## config.mk

```make
export PLATFORM = sky130hd
export DESIGN_NAME = median_frame_rate_limit_adjust_top_flat
export DESIGN_NICKNAME = d
export VERILOG_FILES = /design/src/hdl/mfrla_pkg.sv /design/src/hdl/mfrla_if.sv /design/src/hdl/median_frame_rate_limit_adjust_top.sv /design/src/flat_wrapper.sv
export SDC_FILE = /design/constraint.sdc
export NUM_CORES = 1
export LEC_CHECK = 0
export BUFFER_PORTS_ARGS = -buffer_cell sky130_fd_sc_hd__buf_4
export CAP_MARGIN = 15
export CORE_ASPECT_RATIO = 1.25
export CORE_MARGIN = 2
export CORE_UTILIZATION = 45
export CTS_CLUSTER_DIAMETER = 30
export DETAILED_ROUTE_END_ITERATION = 12
export GPL_TIMING_DRIVEN = 1
export SETUP_SLACK_MARGIN = 0.3
export SLEW_MARGIN = 20
export SYNTH_ARGS = -nofsm -noshare
export SYNTH_HDL_FRONTEND = slang
export SYNTH_SLANG_ARGS = --single-unit
```

## constraint.sdc

```tcl
create_clock -name clk -period 10.4 [get_ports clk]
set_input_delay 0.52 -clock clk [delete_from_list [all_inputs] [get_ports clk]]
set_output_delay 0.52 -clock clk [all_outputs]
set_load 0.02 [all_outputs]
```

## src/hdl/mfrla_pkg.sv

```systemverilog
package mfrla_pkg;

    localparam int WINDOW_MAX_DEF = 16;

    localparam int RATE_W    = 10;
    localparam int AGE_W     = 16;
    localparam int WARM_W    = 8;
    localparam int ACT_W     = 5;
    localparam int CFG_W     = 10;
    localparam int CFG_IDX_W = 2;

    localparam logic [RATE_W-1:0] LIMIT_MAX    = 10'd1023;
    localparam logic [RATE_W-1:0] BIG_STEP     = 10'd10;
    localparam logic [RATE_W-1:0] GAP_ONE      = 10'd1;
    localparam logic [RATE_W-1:0] TARGET_RESET = 10'd60;
    localparam logic [WARM_W-1:0] WARMUP_RESET = 8'd2;
    localparam logic [ACT_W-1:0]  ACTION_RESET = 5'd5;
    localparam logic [RATE_W-1:0] LIMIT_RESET  = 10'd60;

    localparam logic OP_RECORD = 1'b0;
    localparam logic OP_ADJUST = 1'b1;

    typedef enum logic [CFG_IDX_W-1:0] {
        REG_TARGET = 2'd0,
        REG_WARMUP = 2'd1,
        REG_ACTION = 2'd2,
        REG_START  = 2'd3
    } cfg_reg_t;

    // sample memory read address select
    typedef enum logic [1:0] {
        RA_NONE,
        RA_CAND,
        RA_FIRST,
        RA_NEXT
    } ra_sel_t;

    // datapath operation of one control word
    typedef enum logic [3:0] {
        DP_NOP,
        DP_LOAD,
        DP_INIT,
        DP_CAND,
        DP_SCAN,
        DP_CHECK,
        DP_MEDIAN,
        DP_ADJUST,
        DP_RECORD,
        DP_EMIT
    } dp_op_t;

    // jump condition
    typedef enum logic [2:0] {
        JC_ALWAYS,
        JC_NEVER,
        JC_ACCEPT,
        JC_SKIP,
        JC_RECORD,
        JC_SCAN_MORE,
        JC_CAND_MORE,
        JC_OUT_FREE
    } jc_t;

    localparam int STEP_W = 4;
    typedef logic [STEP_W-1:0] step_t;

    localparam step_t ST_IDLE    = 4'd0;
    localparam step_t ST_SKIP    = 4'd1;
    localparam step_t ST_BRANCH  = 4'd2;
    localparam step_t ST_CAND_RD = 4'd3;
    localparam step_t ST_CAND    = 4'd4;
    localparam step_t ST_SCAN    = 4'd5;
    localparam step_t ST_CHECK   = 4'd6;
    localparam step_t ST_MEDIAN  = 4'd7;
    localparam step_t ST_ADJUST  = 4'd8;
    localparam step_t ST_RECORD  = 4'd9;
    localparam step_t ST_EMIT    = 4'd10;

    // stall: hold the step when the condition is false instead of advancing
    typedef struct packed {
        ra_sel_t ra;
        dp_op_t  dp;
        jc_t     jc;
        logic    stall;
        step_t   target;
    } ctl_t;

    function automatic ctl_t ucode(input step_t s);
        ctl_t c;
        unique case (s)
            ST_IDLE:    c = '{RA_NONE,  DP_LOAD,   JC_ACCEPT,    1'b1, ST_SKIP};
            ST_SKIP:    c = '{RA_NONE,  DP_INIT,   JC_SKIP,      1'b0, ST_EMIT};
            ST_BRANCH:  c = '{RA_NONE,  DP_NOP,    JC_RECORD,    1'b0, ST_RECORD};
            ST_CAND_RD: c = '{RA_CAND,  DP_NOP,    JC_NEVER,     1'b0, ST_IDLE};
            ST_CAND:    c = '{RA_FIRST, DP_CAND,   JC_NEVER,     1'b0, ST_IDLE};
            ST_SCAN:    c = '{RA_NEXT,  DP_SCAN,   JC_SCAN_MORE, 1'b0, ST_SCAN};
            ST_CHECK:   c = '{RA_NONE,  DP_CHECK,  JC_CAND_MORE, 1'b0, ST_CAND_RD};
            ST_MEDIAN:  c = '{RA_NONE,  DP_MEDIAN, JC_NEVER,     1'b0, ST_IDLE};
            ST_ADJUST:  c = '{RA_NONE,  DP_ADJUST, JC_ALWAYS,    1'b0, ST_EMIT};
            ST_RECORD:  c = '{RA_NONE,  DP_RECORD, JC_NEVER,     1'b0, ST_IDLE};
            ST_EMIT:    c = '{RA_NONE,  DP_EMIT,   JC_OUT_FREE,  1'b1, ST_IDLE};
            default:    c = '{RA_NONE,  DP_NOP,    JC_ALWAYS,    1'b0, ST_IDLE};
        endcase
        return c;
    endfunction

endpackage

```

## src/hdl/mfrla_if.sv

```systemverilog
interface mfrla_in_if;
    logic                           valid;
    logic                           ready;
    logic                           op;
    logic [mfrla_pkg::RATE_W-1:0]   frame_count;
    logic [mfrla_pkg::AGE_W-1:0]    age_seconds;

    modport source (output valid, op, frame_count, age_seconds, input ready);
    modport sink   (input valid, op, frame_count, age_seconds, output ready);
endinterface

interface mfrla_out_if;
    logic                           valid;
    logic                           ready;
    logic [mfrla_pkg::RATE_W-1:0]   rate_limit;
    logic                           limit_applied;
    logic                           window_cleared;
    logic [mfrla_pkg::RATE_W-1:0]   median_rate;

    modport source (output valid, rate_limit, limit_applied, window_cleared, median_rate,
                    input ready);
    modport sink   (input valid, rate_limit, limit_applied, window_cleared, median_rate,
                    output ready);
endinterface

```

## src/hdl/median_frame_rate_limit_adjust_top.sv

```systemverilog
// Median frame rate limit adjuster. Each input word is a record (append frame_count to a
// window of the last WINDOW_MAX samples) or an adjust (take the window median, compare it
// with target_rate and step the active rate limit by the gap when it is 2 to 9, by 10 when
// it exceeds 10 and not at all for a gap of 0, 1 or 10, saturating at 0 and 1023); both
// do nothing while age_seconds is below warmup_seconds. Every input word yields exactly
// one output word. A skipped item goes from ST_SKIP straight to ST_EMIT, a record passes
// ST_SKIP, ST_BRANCH, ST_RECORD and ST_EMIT. An adjust that passes the warm-up and sample
// count checks scans candidates until both middle ranks are found, whether or not it then
// moves the limit: the median is found by rank counting, each candidate sample compared
// against every sample through the single read port of the sample memory, one sample per
// cycle. A new word is taken once the previous result has been loaded into the output
// register. Writing start_limit loads the active limit at once.
module median_frame_rate_limit_adjust_top #(
    parameter int WINDOW_MAX = mfrla_pkg::WINDOW_MAX_DEF
) (
    input  logic                              clk,
    input  logic                              rst_n,
    mfrla_in_if.sink                          in_ch,
    mfrla_out_if.source                       out_ch,
    input  logic                              cfg_we,
    input  logic [mfrla_pkg::CFG_IDX_W-1:0]   cfg_index,
    input  logic [mfrla_pkg::CFG_W-1:0]       cfg_data
);
    import mfrla_pkg::*;

    localparam int IDX_W = (WINDOW_MAX > 1) ? $clog2(WINDOW_MAX) : 1;
    localparam int CNT_W = $clog2(WINDOW_MAX + 1);
    localparam int CMP_W = (CNT_W > ACT_W) ? CNT_W : ACT_W;
    localparam logic [CNT_W-1:0] FILL_FULL = CNT_W'(WINDOW_MAX);
    localparam logic [IDX_W-1:0] HEAD_LAST = IDX_W'(WINDOW_MAX - 1);

    // configuration
    logic [RATE_W-1:0] target_reg;
    logic [WARM_W-1:0] warmup_reg;
    logic [ACT_W-1:0]  action_reg;

    // sequencer
    step_t step_reg;
    step_t step_next;
    ctl_t  ctl;
    logic  jump;

    // latched input word
    logic              op_reg;
    logic [RATE_W-1:0] frame_reg;
    logic [AGE_W-1:0]  age_reg;

    // window state
    logic [RATE_W-1:0] mem [WINDOW_MAX];
    logic [RATE_W-1:0] rdata_reg;
    logic [IDX_W-1:0]  raddr;
    logic [IDX_W-1:0]  waddr;
    logic              mem_we;
    logic [CNT_W-1:0]  fill_reg;
    logic [IDX_W-1:0]  head_reg;
    logic [RATE_W-1:0] limit_reg;

    // median selection
    logic [CNT_W-1:0]  i_reg;
    logic [CNT_W-1:0]  j_reg;
    logic [CNT_W-1:0]  lt_reg;
    logic [CNT_W-1:0]  le_reg;
    logic [RATE_W-1:0] cand_reg;
    logic [RATE_W-1:0] lo_val_reg;
    logic [RATE_W-1:0] hi_val_reg;
    logic              lo_found_reg;
    logic              hi_found_reg;
    logic [CNT_W-1:0]  j_inc;
    logic [CNT_W-1:0]  half;
    logic [CNT_W-1:0]  k_lo;
    logic              lo_hit;
    logic              hi_hit;
    logic              scan_more;
    logic              cand_more;
    logic [RATE_W:0]   med_sum;

    // result
    logic [RATE_W-1:0] med_reg;
    logic              applied_reg;
    logic              cleared_reg;

    // adjust datapath
    logic              below;
    logic              above;
    logic [RATE_W-1:0] gap;
    logic [RATE_W-1:0] step_amt;
    logic [RATE_W:0]   up_sum;
    logic [RATE_W-1:0] up_lim;
    logic [RATE_W-1:0] dn_lim;
    logic              adj_act;

    // handshake
    logic accept_in;
    logic out_free;
    logic skip;

    // output register
    logic              ovalid_reg;
    logic [RATE_W-1:0] out_limit_reg;
    logic              out_applied_reg;
    logic              out_cleared_reg;
    logic [RATE_W-1:0] out_med_reg;

    assign ctl       = ucode(step_reg);
    assign in_ch.ready = (step_reg == ST_IDLE);
    assign accept_in = in_ch.valid && in_ch.ready;
    assign out_free  = !ovalid_reg || out_ch.ready;

    assign out_ch.valid          = ovalid_reg;
    assign out_ch.rate_limit     = out_limit_reg;
    assign out_ch.limit_applied  = out_applied_reg;
    assign out_ch.window_cleared = out_cleared_reg;
    assign out_ch.median_rate    = out_med_reg;

    assign skip = (age_reg < AGE_W'(warmup_reg))
               || ((op_reg == OP_ADJUST)
                   && ((fill_reg == '0) || (CMP_W'(fill_reg) < CMP_W'(action_reg))));

    // rank bookkeeping: lower and upper middle ranks coincide for an odd count
    assign j_inc     = j_reg + 1'b1;
    assign scan_more = j_inc < fill_reg;
    assign half      = fill_reg >> 1;
    assign k_lo      = fill_reg[0] ? half : half - 1'b1;
    assign lo_hit    = (lt_reg <= k_lo) && (k_lo < le_reg);
    assign hi_hit    = (lt_reg <= half) && (half < le_reg);
    assign cand_more = !((lo_found_reg || lo_hit) && (hi_found_reg || hi_hit));
    assign med_sum   = {1'b0, lo_val_reg} + {1'b0, hi_val_reg};

    assign below    = med_reg < target_reg;
    assign above    = med_reg > target_reg;
    assign gap      = below ? (target_reg - med_reg) : (med_reg - target_reg);
    assign step_amt = (gap > BIG_STEP) ? BIG_STEP
                    : ((gap > GAP_ONE) && (gap < BIG_STEP)) ? gap : '0;
    assign up_sum   = {1'b0, limit_reg} + {1'b0, step_amt};
    assign up_lim   = (up_sum > {1'b0, LIMIT_MAX}) ? LIMIT_MAX : up_sum[RATE_W-1:0];
    assign dn_lim   = (limit_reg > step_amt) ? (limit_reg - step_amt) : '0;
    assign adj_act  = below || (above && (gap != GAP_ONE));

    assign mem_we = (ctl.dp == DP_RECORD);
    assign waddr  = (fill_reg < FILL_FULL) ? fill_reg[IDX_W-1:0] : head_reg;

    always_comb
    begin
        unique case (ctl.ra)
            RA_CAND:  raddr = i_reg[IDX_W-1:0];
            RA_NEXT:  raddr = scan_more ? j_inc[IDX_W-1:0] : '0;
            RA_FIRST: raddr = '0;
            RA_NONE:  raddr = '0;
            default:  raddr = '0;
        endcase
    end

    always_comb
    begin
        unique case (ctl.jc)
            JC_ALWAYS:    jump = 1'b1;
            JC_NEVER:     jump = 1'b0;
            JC_ACCEPT:    jump = accept_in;
            JC_SKIP:      jump = skip;
            JC_RECORD:    jump = (op_reg == OP_RECORD);
            JC_SCAN_MORE: jump = scan_more;
            JC_CAND_MORE: jump = cand_more;
            JC_OUT_FREE:  jump = out_free;
            default:      jump = 1'b0;
        endcase
    end

    always_comb
    begin
        if (jump)
        begin
            step_next = ctl.target;
        end
        else if (ctl.stall)
        begin
            step_next = step_reg;
        end
        else
        begin
            step_next = step_reg + 1'b1;
        end
    end

    always_ff @(posedge clk)
    begin
        if (mem_we)
        begin
            mem[waddr] <= frame_reg;
        end
        rdata_reg <= mem[raddr];
    end

    // control state
    always_ff @(posedge clk or negedge rst_n)
    begin
        if (!rst_n)
        begin
            step_reg     <= ST_IDLE;
            target_reg   <= TARGET_RESET;
            warmup_reg   <= WARMUP_RESET;
            action_reg   <= ACTION_RESET;
            limit_reg    <= LIMIT_RESET;
            fill_reg     <= '0;
            head_reg     <= '0;
            i_reg        <= '0;
            j_reg        <= '0;
            lt_reg       <= '0;
            le_reg       <= '0;
            lo_found_reg <= 1'b0;
            hi_found_reg <= 1'b0;
            ovalid_reg   <= 1'b0;
        end
        else
        begin
            step_reg <= step_next;

            if (cfg_we)
            begin
                unique case (cfg_reg_t'(cfg_index))
                    REG_TARGET: target_reg <= cfg_data;
                    REG_WARMUP: warmup_reg <= cfg_data[WARM_W-1:0];
                    REG_ACTION: action_reg <= cfg_data[ACT_W-1:0];
                    REG_START:  limit_reg  <= cfg_data;
                    default:    ;
                endcase
            end

            unique case (ctl.dp)
                DP_INIT:
                begin
                    i_reg        <= '0;
                    lo_found_reg <= 1'b0;
                    hi_found_reg <= 1'b0;
                end
                DP_CAND:
                begin
                    j_reg  <= '0;
                    lt_reg <= '0;
                    le_reg <= '0;
                end
                DP_SCAN:
                begin
                    j_reg  <= j_inc;
                    lt_reg <= lt_reg + CNT_W'(rdata_reg < cand_reg);
                    le_reg <= le_reg + CNT_W'(rdata_reg <= cand_reg);
                end
                DP_CHECK:
                begin
                    i_reg <= i_reg + 1'b1;
                    if (lo_hit)
                    begin
                        lo_found_reg <= 1'b1;
                    end
                    if (hi_hit)
                    begin
                        hi_found_reg <= 1'b1;
                    end
                end
                DP_ADJUST:
                begin
                    if (below)
                    begin
                        limit_reg <= up_lim;
                    end
                    else if (above)
                    begin
                        limit_reg <= dn_lim;
                    end
                    if (adj_act)
                    begin
                        fill_reg <= '0;
                        head_reg <= '0;
                    end
                end
                DP_RECORD:
                begin
                    if (fill_reg < FILL_FULL)
                    begin
                        fill_reg <= fill_reg + 1'b1;
                    end
                    else
                    begin
                        head_reg <= (head_reg == HEAD_LAST) ? '0 : head_reg + 1'b1;
                    end
                end
                default: ;
            endcase

            // hold the result word until taken
            if ((ctl.dp == DP_EMIT) && out_free)
            begin
                ovalid_reg <= 1'b1;
            end
            else if (out_ch.ready)
            begin
                ovalid_reg <= 1'b0;
            end
        end
    end

    // payload
    always_ff @(posedge clk)
    begin
        if ((ctl.dp == DP_LOAD) && accept_in)
        begin
            op_reg    <= in_ch.op;
            frame_reg <= in_ch.frame_count;
            age_reg   <= in_ch.age_seconds;
        end
        if (ctl.dp == DP_INIT)
        begin
            med_reg     <= '0;
            applied_reg <= 1'b0;
            cleared_reg <= 1'b0;
        end
        if (ctl.dp == DP_CAND)
        begin
            cand_reg <= rdata_reg;
        end
        if ((ctl.dp == DP_CHECK) && lo_hit)
        begin
            lo_val_reg <= cand_reg;
        end
        if ((ctl.dp == DP_CHECK) && hi_hit)
        begin
            hi_val_reg <= cand_reg;
        end
        if (ctl.dp == DP_MEDIAN)
        begin
            med_reg <= med_sum[RATE_W:1];
        end
        if (ctl.dp == DP_ADJUST)
        begin
            applied_reg <= adj_act;
            cleared_reg <= adj_act;
        end
        if ((ctl.dp == DP_EMIT) && out_free)
        begin
            out_limit_reg   <= limit_reg;
            out_applied_reg <= applied_reg;
            out_cleared_reg <= cleared_reg;
            out_med_reg     <= med_reg;
        end
    end

    a_fill_bound: assert property (@(posedge clk) disable iff (!rst_n)
        fill_reg <= FILL_FULL)
        else $error("window fill beyond capacity");

    a_head_full: assert property (@(posedge clk) disable iff (!rst_n)
        (head_reg != '0) |-> (fill_reg == FILL_FULL))
        else $error("window head moved before window filled");

    a_scan_range: assert property (@(posedge clk) disable iff (!rst_n)
        (ctl.dp == DP_SCAN) |-> (j_reg < fill_reg))
        else $error("scan past last sample");

    a_median_found: assert property (@(posedge clk) disable iff (!rst_n)
        (ctl.dp == DP_MEDIAN) |-> (lo_found_reg && hi_found_reg))
        else $error("median taken before both middle ranks found");

    a_clear_emit: assert property (@(posedge clk) disable iff (!rst_n)
        ((ctl.dp == DP_EMIT) && cleared_reg) |-> ((fill_reg == '0) && (head_reg == '0)))
        else $error("window reported cleared but still holds samples");

endmodule
```

## src/flat_wrapper.sv

```systemverilog
// flat-port wrapper written by rule: the top's interface ports become plain ports
module median_frame_rate_limit_adjust_top_flat import mfrla_pkg::*;
#(
    parameter int WINDOW_MAX = mfrla_pkg::WINDOW_MAX_DEF
)
  (clk, rst_n, cfg_we, cfg_index, cfg_data, in_ch_valid, in_ch_op, in_ch_frame_count, in_ch_age_seconds, in_ch_ready, out_ch_valid, out_ch_rate_limit, out_ch_limit_applied, out_ch_window_cleared, out_ch_median_rate, out_ch_ready);
  mfrla_in_if in_ch_i ();
  mfrla_out_if out_ch_i ();
  input  logic clk;
  input  logic rst_n;
  input  logic cfg_we;
  input  logic [mfrla_pkg::CFG_IDX_W-1:0] cfg_index;
  input  logic [mfrla_pkg::CFG_W-1:0] cfg_data;
  input wire logic [$bits(in_ch_i.valid)-1:0] in_ch_valid;
  input wire logic [$bits(in_ch_i.op)-1:0] in_ch_op;
  input wire logic [$bits(in_ch_i.frame_count)-1:0] in_ch_frame_count;
  input wire logic [$bits(in_ch_i.age_seconds)-1:0] in_ch_age_seconds;
  output wire logic [$bits(in_ch_i.ready)-1:0] in_ch_ready;
  output wire logic [$bits(out_ch_i.valid)-1:0] out_ch_valid;
  output wire logic [$bits(out_ch_i.rate_limit)-1:0] out_ch_rate_limit;
  output wire logic [$bits(out_ch_i.limit_applied)-1:0] out_ch_limit_applied;
  output wire logic [$bits(out_ch_i.window_cleared)-1:0] out_ch_window_cleared;
  output wire logic [$bits(out_ch_i.median_rate)-1:0] out_ch_median_rate;
  input wire logic [$bits(out_ch_i.ready)-1:0] out_ch_ready;
  assign in_ch_i.valid = in_ch_valid;
  assign in_ch_i.op = in_ch_op;
  assign in_ch_i.frame_count = in_ch_frame_count;
  assign in_ch_i.age_seconds = in_ch_age_seconds;
  assign in_ch_ready = in_ch_i.ready;
  assign out_ch_valid = out_ch_i.valid;
  assign out_ch_rate_limit = out_ch_i.rate_limit;
  assign out_ch_limit_applied = out_ch_i.limit_applied;
  assign out_ch_window_cleared = out_ch_i.window_cleared;
  assign out_ch_median_rate = out_ch_i.median_rate;
  assign out_ch_i.ready = out_ch_ready;
  median_frame_rate_limit_adjust_top #(.WINDOW_MAX(WINDOW_MAX)) u_core (.clk(clk), .rst_n(rst_n), .in_ch(in_ch_i), .out_ch(out_ch_i), .cfg_we(cfg_we), .cfg_index(cfg_index), .cfg_data(cfg_data));
endmodule
```

After elaboration in Yosys (flattened, before gate mapping) --
Memories as Yosys holds them, arrays and structs flattened. A register that Yosys moved wholly into a read port is not among the register bits. Cells that the tools add are included.
Storage, ports and cells: memories kept 2, logic and storage cells 166, bits in writable memories 160, ROM bits 224, bits in registers 158, output and inout bits 24, bits in latches 0
Memories:
- (name not given) | words 16, width 14, rd ports 1, clocked after memory_dff 0, wr ports 0, line mfrla_pkg.sv:90 | unique case (s)
- u_core.mem | words 16, width 10, rd ports 1, clocked after memory_dff 1, wr ports 1, line median_frame_rate_limit_adjust_top.sv:49 | logic [RATE_W-1:0] mem [WINDOW_MAX];
Cells by class: shifts and indexed selects 0, reductions and logical operators 38, multiplexer cells 40, add/subtract/negate cells 13, order comparisons 17, divide/modulo/power cells 0, multipliers 0, bitwise gates (word level) 1, equality and inequality tests 30
Operators with widths (number):
- 10-bit 2-to-1 mux | 12
- 5-bit case mux with 2 select lines | 5
- 10-bit subtractor | 3
- 4-bit 2-to-1 mux | 7
- 10-bit by 10-bit adder with 11-bit output | 2
- 10-bit > comparator | 2
- 10-bit < comparator | 2
- 4-bit by 3-bit equality test with 1-bit output, second input constant | 4
- 16-bit by 8-bit < comparator with 1-bit output | 1
- 5-bit by 1-bit adder with 5-bit output, second input constant | 3
- 5-bit < comparator | 3
- 5-bit 2-to-1 mux | 3
- 3-bit equality test, second input constant | 4
- 4-bit equality test, second input constant | 3
- 4-bit case mux with 3 select lines | 1
- 2-bit nonzero test | 6
- 11-bit by 10-bit > comparator with 1-bit output, second input constant | 1
- 1-bit logical AND | 11
- 5-bit by 1-bit adder with 5-bit output | 2
- 10-bit by 1-bit > comparator with 1-bit output, second input constant | 1
- 10-bit by 4-bit > comparator with 1-bit output, second input constant | 1
- 10-bit less-or-equal comparator | 1
- 10-bit by 4-bit < comparator with 1-bit output, second input constant | 1
- 10-bit by 1-bit != test with 1-bit output, second input constant | 1
- other kinds (28) | 59

Logic depth before layout (Yosys ltp) --
Gate-level depths: netlist (run 1).
depth in word-level cells 11, depth in mapped cells 22, gate-level depth less buffers 21

Worst setup path after synthesis (run 1) --
No wires, ideal clock.
kind register -> register, start register u_core.step_reg[0], end register u_core.age_reg[0], enable pin, setup time 0.489 ns, arrival 4.049 ns, buffers on the path 1, path slack 5.862 ns, stages on the path, launching flop included 6, cells stage by stage dfrtp_1 inv_1 ha_1 clkbuf_1 nand2b_1 nor4b_1
On the way: cells in the longest elaborated chain, start to end 3, elaborated cells between the ends (all ways) 5, those cells by class eq/ne: 1; reduce/logical: 3; memory: 1
Ends and longest elaborated chain:
- start: declaration | line median_frame_rate_limit_adjust_top.sv:38 | step_t step_reg;
- start signal: assignment | line median_frame_rate_limit_adjust_top.sv:215 | step_reg <= step_next;
- memory read 16 x 14 bit / 4-bit logical NOT (equally long branches)
- 4-bit by 1-bit equality test with 1-bit output / 1-bit logical AND (equally long branches) | line median_frame_rate_limit_adjust_top.sv:304, median_frame_rate_limit_adjust_top.sv:106
- 1-bit logical AND * | line median_frame_rate_limit_adjust_top.sv:304 | if ((ctl.dp == DP_LOAD) && accept_in)
- end signal: assignment | line median_frame_rate_limit_adjust_top.sv:308 | age_reg <= in_ch.age_seconds;
- end: declaration | line median_frame_rate_limit_adjust_top.sv:46 | logic [AGE_W-1:0] age_reg;
Every way passes the cells marked *; elsewhere a longest branch is shown, timed or not. A chain may end at the register's enable or synchronous reset.

Final worst setup path (run 1) --
start register u_core.med_reg[5], end register u_core.limit_reg[4]
On the way: cells in the longest elaborated chain, start to end 11, elaborated cells between the ends (all ways) 20, those cells by class add/sub: 4; order compare: 7; mux: 8; reduce/logical: 1
Ends and longest elaborated chain:
- start: declaration | line median_frame_rate_limit_adjust_top.sv:78 | logic [RATE_W-1:0] med_reg;
- start signal: assignment | line median_frame_rate_limit_adjust_top.sv:330 | med_reg <= med_sum[RATE_W:1];
- 10-bit subtractor / 10-bit < comparator (equally long branches) | line median_frame_rate_limit_adjust_top.sv:131, median_frame_rate_limit_adjust_top.sv:129
- 10-bit 2-to-1 mux | line median_frame_rate_limit_adjust_top.sv:131 | assign gap = below ? (target_reg - med_reg) : (med_reg - target_reg);
- 10-bit by 1-bit > comparator with 1-bit output / 10-bit by 4-bit < comparator with 1-bit output (equally long branches) | line median_frame_rate_limit_adjust_top.sv:133 | : ((gap > GAP_ONE) && (gap < BIG_STEP)) ? gap : '0;
- 1-bit logical AND | line median_frame_rate_limit_adjust_top.sv:133
- 10-bit 2-to-1 mux | line median_frame_rate_limit_adjust_top.sv:133
- 10-bit 2-to-1 mux | line median_frame_rate_limit_adjust_top.sv:132 | assign step_amt = (gap > BIG_STEP) ? BIG_STEP
- 10-bit by 10-bit adder with 11-bit output, or another cell as far along | line median_frame_rate_limit_adjust_top.sv:134 | assign up_sum = {1'b0, limit_reg} + {1'b0, step_amt};
- 11-bit by 10-bit > comparator with 1-bit output / 10-bit 2-to-1 mux (equally long branches) | line median_frame_rate_limit_adjust_top.sv:135, median_frame_rate_limit_adjust_top.sv:136
- 10-bit 2-to-1 mux, on equally long branches | line median_frame_rate_limit_adjust_top.sv:135, median_frame_rate_limit_adjust_top.sv:265
- 10-bit 2-to-1 mux * | line median_frame_rate_limit_adjust_top.sv:261 | if (below)
- 10-bit 2-to-1 mux * | line median_frame_rate_limit_adjust_top.sv:228 | unique case (ctl.dp)
- end signal: assignment | line median_frame_rate_limit_adjust_top.sv:223 | REG_START: limit_reg <= cfg_data;
- end signal: assignment | line median_frame_rate_limit_adjust_top.sv:263 | limit_reg <= up_lim;
- end signal: assignment | line median_frame_rate_limit_adjust_top.sv:267 | limit_reg <= dn_lim;
- end: declaration | line median_frame_rate_limit_adjust_top.sv:56 | logic [RATE_W-1:0] limit_reg;
Marks and branches as above.

==> results of run 1 <==
-- worst paths after layout --
check	slack [ns]	to	cells after the start
worst max-delay path	5.03	u_core.limit_reg[4]	20
worst min-delay path	0.10	u_core.warmup_reg[7]	1
worst max register to register	5.03	u_core.limit_reg[4]	20
worst min register to register	0.42	u_core.out_ch.limit_applied	0
max in group asynchronous	9.66	u_core.le_reg[2]	1
min in group clk	0.13	u_core.frame_reg[1]	1
-- layout make-up --
| class | instances | area share, % |
|---|---|---|
| multi-input cells | 856 | 33.4 |
| clock inverters | 47 | 2.54 |
| flip-flops and latches | 327 | 46.8 |
| well taps | 480 | 2.99 |
| inverters | 85 | 1.59 |
| clock buffers | 83 | 9.61 |
| repair buffers | 82 | 3.07 |
-- cells by family after synthesis --
logic type | after synthesis
AO/OA/AOI/OAI | 297
adder cells (fa/ha/maj) | 110
AND/OR/NAND/NOR | 341
flip-flops | 327
other | 2
multiplexers | 70
XOR/XNOR | 26
buffers and inverters | 137
-- critical path, delay by kind of cell (launching register included) --
kind,cells,cell delay (ns)
buf+inv,3,0.41
xor+xnor,1,0.20
flops,1,0.38
fa+ha+maj,2,0.90
mux,1,0.28
simple gates,6,1.54
compound gates,7,1.57
-- power groups by stage --
| stage | sequential, mW | clock, mW | combinational [mW] |
|---|---|---|---|
| finish | 1.72 | 2.24 | 1.31 |
| global route | 1.74 | 2.35 | 1.47 |
| CTS | 1.72 | 2.28 | 1.31 |
| detailed placement | 1.74 | 0 | 1.30 |
| global placement | 1.74 | 0 | 1.29 |
| floorplan | 1.70 | 0 | 0.980 |
-- placed cells by master, fill, tap and decap left out, drive strengths merged, types with 22 or more instances in the layout --
cell type  synthesis  routed
dfrtp             57      57
clkinv             0      25
clkbuf            34      83
buf               18      82
a21oi             64      64
nand3             33      33
ha               105     105
o21ai             70      70
nor2              96      96
nand2             95      95
nor3              24      24
a22oi             22      22
mux4              40      40
inv               85      89
edfxtp           249     249
-- per-layer routing --
metal	up-vias	global-route usage, %	part of all wire, %
met4	0	8.32	3.1
met1	5291	23.0	39
met2	260	37.7	53
met3	81	4.02	4.3
li1	5185	-	-
met5	-	0	0
==> results.md, run 1 <==
* Outcome: finished clean
* Max_slew headroom at 29.7%
* Placed cell count at between 1.5k and 2k
* Syn Std Cell Area at approximately 17000 um^2
* Kind of critical path: register to register
* Layout area overhead at 20.6%
* Largest family of logic cells by synthesized area: compound AO/OA/AOI/OAI gates
* VDD IR-drop max at between 150 and 200 uV
* Crit-path cells: inv_1 > ha_1 > inv_1 > or3_1 > a21o_1 > nand2_1 > mux2i_1 > xnor2_1 > nand3_1 > a221o_1 > fa_1 > nor2b_1 > o211ai_1 > nand3_1 > a31oi_1 > o21ai_0 > buf_4 > nor3b_1 > a21oi_1 > a31o_2
* Worst path max stage delay at approximately 0.46 ns
* Final HPWL DP at roughly 26000 um
* Placer Congestion at around 0.9
* Period utilisation layout at between 50% and 60%
* Number of flops mapped to enable cells by yosys at approximately 250
* Hold crit path type: primary input to asynchronous set/reset pin
* Crit path required time at approximately 11 ns
* Global route total overflow at 0
* Layout cells sized above 1 at 19.3%
* DRC viols at 0
* TNS Setup at 0 ns
* Fin. Hold Viols at 0
* Max FFs per register at 160
* Post-synthesis mux area share at between 7 and 8%
* Die Wd at between 150 and 200 um
* Power share of the clock group at a little over two fifths
* Pwr dens at between 200 and 300 nW/um^2
* Yosys warns at 0
* Design Area, Final at 20100 um^2
* Post-CTS setup buffer count at 0
* Post-Synth XOR/XNOR Area at under 10%
* Via/cell ratio at ~5.5
* Top post-synthesis cells by count: edfxtp_1 (249), ha_1 (105), nand2_1 (95), nor2_1 (95), inv_1 (85)
* Setup ws final at 5.03 ns
* Fillers at around 3k
* P_sw at approximately 1.6 mW
* Final number of max-transition violations at 0
* CP Capture Type: register
* Critical path's slowest cell: fa_1
* Yosys cell types at a little under 100
* CTS Buf Count at 70
* Top Ports at just under 70
* Max Fclk at 186 MHz
* CTS Buffer Depth at 3
* Routed WL per cell at between 15 and 20 um
* Reg2reg start: u_core.med_reg[5]
* Final hold slack at just over 0.1 ns
* Max_cap viols at 0
* Post-layout min period at around 5.4 ns
* Largest net degree at the start of global routing at roughly 70
* Multi-input gate area at about 6700 um^2
* Clock root buffer: clkbuf_16
* DRT Pass-1 Iters at 5
* N_diodes at 0
* Leakage dissipation at slightly below 8 nW
* TritonCTS clock tree: done
* Port Buffers at 67
* Final cell count without fillers at 1960
* Comb power frac at roughly a quarter
* Syn_area_per_cell at 12.7 um^2
* Post-route core utilization at between 50% and 60%
* Post-synth ARST share at 20.8%
* All-Layer GR Usage at 20.4%
* Setup crit start kind: register
* Switching Share at a little under a third
* Dpl cell area at roughly 18000 um^2
* CP Launch Point: u_core.med_reg[5]
* Simple-Gate Fraction of Synth Area at under 10%
* Internal power consumption at between 3 and 4 mW
* Seq cells post-synth at around 330
* Clock latency on the worst-skew pair at 0.57 ns
* Core Region at between 30000 and 40000 um^2
* # rows at 78
* Final net count at around 1.6k
* Post-synth top area share at 45.0%
* Flop pwr share at roughly 33%
* Initial Utilization at a little under half
* Post-synthesis adder-cell area fraction at 8.51%
* Crit-path max FO at 14
* Total Power at roughly 5.3 mW
* Area leader, netlist: edfxtp_1
* Post-synthesis cell count at about 1.3k
* Most numerous cell in the Yosys netlist: edfxtp_1
* Register area at roughly 9400 um^2
* Final Setup Violations at 0
* Worst-path clk slew at 0.04 ns
* Synth top area cells: edfxtp_1 (45%), dfrtp_1 (8.6%), ha_1 (7.9%)
* Detailed-route wire length at ~38000 um
* Vias in the first global route at approximately 11k
* Worst Path Arrival at between 5 and 6 ns
* Total number of vias at between 10k and 15k
* Die area at 38500 um^2
* Unrepaired setup endpoints after global routing: false
* DRT iter0 DRCs at 739
* First-pass GRT wire length at 60500 um
* Number of gates resized after cts at 0
* Post-synthesis compound-gate area fraction at between 10 and 15%
* Register area share after synthesis at a little under three fifths
* Die Ht at between 200 and 250 um
* Place WS at 5.12 ns
* TritonCTS Sinks at 327
* H-tree levels at 3
* Cts-stage hold buffer count at 0
* Ys flop type: edfxtp_1
* Post-route ant nets at 0
* Initial antenna violation count at 0
* Clock Skews at between 0.03 and 0.04 ns
* Tightest Pin Transition at around 1.1 ns
Power figures use the tool's default switching activity.
==> run 2, diff against run 1 <==
--- a/config.mk
+++ b/config.mk
@@ -5,6 +5,7 @@
 export SDC_FILE = /design/constraint.sdc
 export NUM_CORES = 1
 export LEC_CHECK = 0
+export ABC_AREA = 1
 export BUFFER_PORTS_ARGS = -buffer_cell sky130_fd_sc_hd__buf_4
 export CAP_MARGIN = 15
 export CORE_ASPECT_RATIO = 1.25
==> constraint.sdc (replaced) <==
create_clock -name clk -period 5.34 [get_ports clk]
set_input_delay 0.267 -clock clk [delete_from_list [all_inputs] [get_ports clk]]
set_output_delay 0.267 -clock clk [all_outputs]
set_load 0.02 [all_outputs]
==> run 2 against run 1 <==
Against the previous run: highest routed layer unchanged; critical path type unchanged; synthesized cell count is 42% higher; setup slack worse by 4.2 ns; die area up 4.0%; hold slack got worse by 0.051 ns; synthesized area up 4.1%; sequential power up 63%.
==> results.md, run 2 <==
* Outcome: finished clean
* Post-layout min period at 4.50 ns (-0.871 ns)
* Worst path max stage delay at 0.45 ns (about the same)
* Register area share after synthesis at 54.3% (-2.2 points)
* Hold path endpoint: u_core.target_reg[9]
* Layout area overhead at 22.1%
* Core Region at 38000 um^2 (+4.5%)
* Most Frequent Cell on Critical Path: nand2_1
* Hold Path Cell Cnt at 3
* Initial Utilization at 45.5% (-0.18 points)
* Reg2Reg Setup Slack at 0.84 ns (-4.19 ns)
* Ys flop type: edfxtp_1
* TritonCTS clock tree: done
* DRT Pass-1 Iters at 6 (+1)
* Most numerous cell in the Yosys netlist: nand2_1
* Syn Std Cell Area at 17300 um^2 (+4.1%)
* Hold crit path type: primary input to register
* Final number of max-transition violations at 0 (unchanged)
* Final cell count without fillers at 2540 (+30%)
* VDD IR-drop max at 356 uV (+130%)
* CP Capture Type: register
* TritonCTS Sinks at 327 (unchanged)
* Max_slew headroom at 32.8% (+3.1 points)
* All-Layer GR Usage at 22.4% (+2.0 points)
* DRC viols at 0 (unchanged)
* Hold path start: cfg_data[9]
* Layout cells sized above 1 at 12.5% (-6.8 points)
* Die Ht at 223 um (+2.0%)
* Via/cell ratio at 5.11 (-7.3%)
* Worst-path clk slew at 0.05 ns (about the same)
* Number of gates resized after cts at 0 (unchanged)
* Crit-path cells: inv_1 > ha_1 > nand2_2 > inv_1 > a21oi_2 > nand3_4 > o21ai_1 > nand2_1 > inv_1 > nand3_1 > nand4_1 > nor2_1 > ha_1 > fa_1 > nor3_1 > nor2_1 > nor2_1 > nor3b_1 > o21a_1 > nor3_2 > nand2_1 > o211ai_1 > nand2_1 > nand2_1
* Clock latency on the worst-skew pair at 0.59 ns (+0.02 ns)
* Final net count at 2146 (+36%)
* Placer Congestion at 0.915 (+0.90%)
* Die Wd at 179 um (+2.0%)
* Largest net degree at the start of global routing at 91 (+32%)
* Register area at 9390 um^2 (unchanged)
* Leakage dissipation at 9.47 nW (+22%)
* First-pass GRT wire length at 68700 um (+14%)
* Max Fclk at 222 MHz (+19%)
* Syn_area_per_cell at 9.33 um^2 (-26%)
* Setup crit start kind: register
* Post-synth top area share at 43.2% (-1.8 points)
* N_diodes at 0 (unchanged)
* Multi-input gate area at 6660 um^2 (-0.39%)
* Detailed-route wire length at 43500 um (+14%)
* Port Buffers at 67 (unchanged)
* Final HPWL DP at 29900 um (+15%)
* Initial antenna violation count at 0 (unchanged)
* Most common cell after layout, fill and taps aside: nand2_1
* DRT iter0 DRCs at 721 (-2.4%)
* Clock Skews at 0.0276 ns (-0.00382 ns)
* Period utilisation layout at 84.3% (+33 points)
* Pwr dens at 378 nW/um^2 (+44%)
* Yosys cell types at 59 (-39%)
* Vias in the first global route at 13.0k (+19%)
* Unrepaired setup endpoints after global routing: false
* Reg2reg path depth at 24 (+20%)
* Routed WL per cell at 17.1 um (-12%)
* Worst Path Arrival at 5.02 ns (-0.83 ns)
* Clock root buffer: clkbuf_16
* Fillers at 3392 (+12%)
* Critical path's slowest cell: nor3_2
* Top Ports at 68 (unchanged)
* Placed cell count at 2384 (+30%)
* # rows at 80 (+2.6%)
* Tightest Pin Transition at 1.00 ns (-0.0467 ns)
* Max FFs per register at 160 (unchanged)
* Crit path required time at 5.86 ns (-5.02 ns)
* Fin. Hold Viols at 0 (unchanged)
* Most frequent cells in the layout: nand2_1 (495), inv_1 (264), edfxtp_1 (249)
* Post-synthesis cell count at 1854 (+42%)
* TNS Setup at 0 ns (unchanged)
* Yosys warns at 0 (unchanged)
* Area leader, netlist: edfxtp_1
* Top post-synthesis cells by count: nand2_1 (495), inv_1 (264), edfxtp_1 (249)
* Final Setup Violations at 0 (unchanged)
* Max_cap viols at 0 (unchanged)
* CTS Buf Count at 69 (-1.4%)
* Post-route ant nets at 0 (unchanged)
* Crit-path max FO at 26 (+12)
* Die area at 40000 um^2 (+4.0%)
* Kind of critical path: register to register
* CTS Buffer Depth at 3 (unchanged)
* Reg2reg start: u_core.med_reg[8]
* FF-to-FF End: u_core.limit_reg[5]
* Post-synth ARST share at 20.8% (unchanged)
* Number of flops mapped to enable cells by yosys at 249 (unchanged)
* Seq cells post-synth at 327 (unchanged)
* Total number of vias at 13.0k (+20%)
* H-tree levels at 3 (unchanged)
* Synth top area cells: edfxtp_1 (43%), nand2_1 (11%), dfrtp_1 (8.2%)
* Global route total overflow at 0 (unchanged)
==> run 2: cell count changes after synthesis, moves of 22 or more <==
cell,delta
nand2_1,+400
xor2_1,+23
a22oi_1,-22
mux4_1,-22
inv_1,+179
nand3_1,+147
==> run 2: metal layers <==
| metal | GRT usage [%] | vias to the layer above | wire (um) |
|---|---|---|---|
| li1 | - | 6436 | - |
| met1 | 25.3 | 6190 | 17000 |
| met2 | 41.0 | 282 | 23300 |
| met3 | 3.54 | 84 | 1720 |
| met4 | 10.2 | 0 | 1500 |
| met5 | 0 | - | 0 |
==> run 2: kinds of logic (layout without fill, tap and decap cells) <==
kind of cell / Yosys count / after routing / share of synthesized area [%]
compound gates: 195 / 195 / 6.44
xor+xnor: 37 / 37 / 1.87
fa+ha+maj: 110 / 110 / 8.17
buf+inv: 326 / 510 / 7.49
flops: 327 / 327 / 54.3
mux: 1 / 1 / 0.0579
other cells: 2 / 12 / 0.0434
simple gates: 856 / 856 / 21.6
==> run 2: worst max path at each step <==
| stage | start | endpoint | slack [ns] |
|---|---|---|---|
| 2_1_floorplan | u_core.target_reg[4] | u_core.limit_reg[9] | 1.59 |
| 3_3_place_gp | u_core.target_reg[5] | u_core.limit_reg[9] | 0.95 |
| 3_5_place_dp | u_core.target_reg[5] | u_core.limit_reg[5] | 0.85 |
| 4_1_cts | u_core.target_reg[5] | u_core.limit_reg[5] | 0.84 |
| 5_1_grt | u_core.med_reg[8] | u_core.limit_reg[6] | 0.33 |
| 6_report | u_core.med_reg[8] | u_core.limit_reg[5] | 0.84 |
==> run 2: layout make-up <==
| class | instances | share of cell area [%] |
|---|---|---|
| clock buffer | 84 | 9.08 |
| tap | 492 | 2.91 |
| timing repair buffer | 107 | 4.21 |
| inverter | 276 | 4.92 |
| sequential | 327 | 44.5 |
| multi-input combinational | 1211 | 31.5 |
| clock inverter | 43 | 2.86 |
==> run 2: critical path: cells and delay by family (launching register included) <==
kind                       cells  cell delay, ns
AOI/OAI and AO/OA              4            0.81
adders and majority gates      3            1.04
buffers and inverters          3            0.20
DFF                            1            0.37
and+or+nand+nor               14            2.01
==> run 2: stage by stage <==
step / worst slack, ns / hold WS [ns] / cell area [um^2] / power (mW) / utilization [%]
2_1_floorplan: 1.59 / -0.0286 / 17300 / 3.27 / -
3_3_place_gp: 0.949 / 0.413 / 18300 / 3.44 / 48.1
3_5_place_dp: 0.853 / 0.418 / 18300 / 3.43 / 48.1
4_1_cts: 0.844 / 0.0545 / 21100 / 8.05 / 55.5
5_1_grt: 0.325 / 0.0579 / 21100 / 8.26 / 55.5
6_report: 0.841 / 0.0516 / 21100 / 7.98 / 55.5
==> run 2: power breakdown <==
group	switching (mW)	internal (mW)
Clock	1.48	3.09
Sequential	0.0408	2.77
Combinational	0.379	0.223
==> run 2: what timing repair did <==
action                                 4_1_cts  5_1_grt
buffers inserted                             0        0
endpoints found under the hold margin       85        0
hold buffers                                29        0
==> run 3, diff against run 2 <==
==> constraint.sdc (replaced) <==
create_clock -name clk -period 4.3 [get_ports clk]
set_input_delay 0.215 -clock clk [delete_from_list [all_inputs] [get_ports clk]]
set_output_delay 0.215 -clock clk [all_outputs]
set_load 0.02 [all_outputs]
==> run 3 against run 2 <==
Against the previous run: first-iteration DRC count up 12%; cell count grew 2.3%; via count rose by 2.5%; critical path depth grew 4; fmax up 11%; critical path type unchanged; global-route usage is 0.24 points higher; count of clock-buffer cells in the layout is the same; clock skew grew 0.0034 ns.
==> results.md, run 3 (synthesized netlist as in run 2, its figures left out) <==
* Crit-path leading delay family: simple AND/OR/NAND/NOR gates
* Largest net degree at the start of global routing at 91 (unchanged)
* Placed cell count at 2401 (+0.71%)
* Final cell count without fillers at 2598 (+2.3%)
* Post-layout min period at 4.06 ns (-0.441 ns)
* Clock Skews at 0.0310 ns (+0.00343 ns)
* VDD IR-drop max at 443 uV (+24%)
* Layout area overhead at 26.6%
* Placer Congestion at 0.925 (+1.1%)
* TritonCTS clock tree: done
* Final Setup Violations at 0 (unchanged)
* Unrepaired setup endpoints after global routing: true
* Global route total overflow at 0 (unchanged)
* Clock root buffer: clkbuf_16
* Setup crit start kind: register
* Final HPWL DP at 30500 um (+1.8%)
* Most Frequent Cell on Critical Path: nand2_1
* Routed WL per cell at 17.2 um (+0.28%)
* Port Buffers at 67 (unchanged)
* Power share of the clock group at 54.6% (-2.6 points)
* Detailed-route wire length at 44600 um (+2.6%)
* Pwr dens at 450 nW/um^2 (+19%)
* TNS Setup at 0 ns (unchanged)
* CTS Buffer Depth at 3 (unchanged)
* Final net count at 2201 (+2.6%)
* N_diodes at 0 (unchanged)
* DRT Pass-1 Iters at 7 (+1)
* Die area at 40000 um^2 (unchanged)
* TritonCTS Sinks at 327 (unchanged)
* Outcome: finished clean
* Design Area, Final at 21900 um^2 (+3.8%)
* CTS Buf Count at 71 (+2.9%)
* Max_cap viols at 0 (unchanged)
* Fin. Hold Viols at 0 (unchanged)
* Max_slew headroom at 31.2% (-1.6 points)
* Top Ports at 68 (unchanged)
* Leakage dissipation at 9.73 nW (+2.8%)
* Die Ht at 223 um (unchanged)
* All-Layer GR Usage at 22.7% (+0.24 points)
* Crit path required time at 4.80 ns (-1.06 ns)
* H-tree levels at 3 (unchanged)
* Core Region at 38000 um^2 (unchanged)
* Max Fclk at 246 MHz (+11%)
* # rows at 80 (unchanged)
* Cell depth of the worst setup path at 28 (+17%)
* Dpl cell area at 18500 um^2 (+0.83%)
* Max FFs per register at 160 (unchanged)
* Flop pwr share at 35.5% (+0.3 points)
* Switching Share at 25.0% (+1.2 points)
* Post-route ant nets at 0 (unchanged)
* Layout cells sized above 1 at 18.5% (+5.9 points)
* Comb power frac at 9.9% (+2.4 points)
* Hold crit path type: primary input to register
* First-pass GRT wire length at 69200 um (+0.72%)
* Critical path's slowest cell: fa_2
* Worst-path clk slew at 0.05 ns (about the same)
* Crit-path max FO at 7 (-73%)
* Tightest Pin Transition at 1.03 ns (+0.0242 ns)
* Period utilisation layout at 94.4% (+10 points)
* Reg2reg path depth at 28 (+17%)
* Total number of vias at 13.3k (+2.5%)
* Clock latency on the worst-skew pair at 0.58 ns (about the same)
* Worst Path Arrival at 4.56 ns (-0.46 ns)
* Initial antenna violation count at 0 (unchanged)
* Worst path max stage delay at 0.42 ns (-0.03 ns)
* Most frequent cells in the layout: nand2_1 (477), inv_1 (253), edfxtp_1 (249)
* Via/cell ratio at 5.12 (+0.19%)
* Initial Utilization at 45.5% (unchanged)
* DRT iter0 DRCs at 804 (+12%)
* CP Capture Type: register
* Total Power at 9.87 mW (+24%)
* Most common cell after layout, fill and taps aside: nand2_1
* Final number of max-transition violations at 0 (unchanged)
* Kind of critical path: register to register
* Internal power consumption at 7.40 mW (+22%)
* CP Buf/Inv Count at 7 (+4)
* Die Wd at 179 um (unchanged)
* P_sw at 2.47 mW (+30%)
* Hold Path Cell Cnt at 3 (unchanged)
* Vias in the first global route at 13.3k (+2.3%)
* DRC viols at 0 (unchanged)
run 3: cell types whose count changed in the layout (fill, tap and decap cells not counted), moves of 10 or more:
cell and delta:
buf_4 +43, ha_1 -15, ha_4 +12, inv_1 -11, nand2_1 -18, nand2_2 +10
run 3: timing repair:
| action | in CTS | in global routing |
|---|---|---|
| gates resized for setup | 39 | 82 |
| hold buffers | 30 | 0 |
| gates cloned | 1 | 1 |
| hold endpoints to repair | 86 | 0 |
| pin swaps | 5 | 36 |
| endpoints found under the setup margin | 10 | 10 |
| buffers inserted | 4 | 29 |
run 3: cell type report:
cell class,count,area [um^2]
clock buffer,84,1890
clock inverter,48,524
fill,3359,16100
inverter,276,1050
multi-input combinational,1212,7110
sequential,327,9400
tap,492,616
timing repair buffer,159,1320
run 3: tightest hold or removal path: stages:
cell and delay (ns):
buf_4 0.12, inv_1 0.13, o21ai_0 0.11
run 3: final timing paths:
check / from / end / slack [ns]
min reg2reg: u_core.applied_reg / u_core.out_ch.limit_applied / 0.42
max reg2reg: u_core.med_reg[0] / u_core.limit_reg[8] / 0.24
max: u_core.med_reg[0] / u_core.limit_reg[8] / 0.24
max in group asynchronous: rst_n / u_core.target_reg[6] / 3.28
min: cfg_data[0] / u_core.action_reg[0] / 0.02
min in group asynchronous: rst_n / u_core.head_reg[1] / 0.31
run 3: metrics by stage:
step	setup slack, ns	util [%]	hold slack [ns]
after floorplan	0.545	-	-0.0806
after global placement	0.00657	48.5	0.393
after detailed placement	-0.0374	48.5	0.394
after CTS	0.314	56.1	0.0117
after global routing	0.0323	57.6	0.0504
final	0.242	57.6	0.0241
run 3: power groups by stage:
| stage | clock network (mW) | registers (mW) | logic, mW |
|---|---|---|---|
| floorplan | 0 | 3.53 | 0.536 |
| global placement | 0 | 3.55 | 0.757 |
| detailed placement | 0 | 3.55 | 0.751 |
| CTS | 5.47 | 3.50 | 0.833 |
| global route | 5.63 | 3.51 | 1.09 |
| finish | 5.38 | 3.50 | 0.980 |
run 3: routing by layer:
metal,track usage [%],part of all wire [%],vias up,wire length (um)
li1,-,-,6546,-
met1,24.3,37,6285,16700
met2,41.9,53,362,23800
met3,3.77,4.5,121,2020
met4,11.9,4.8,0,2130
met5,0,0,-,0
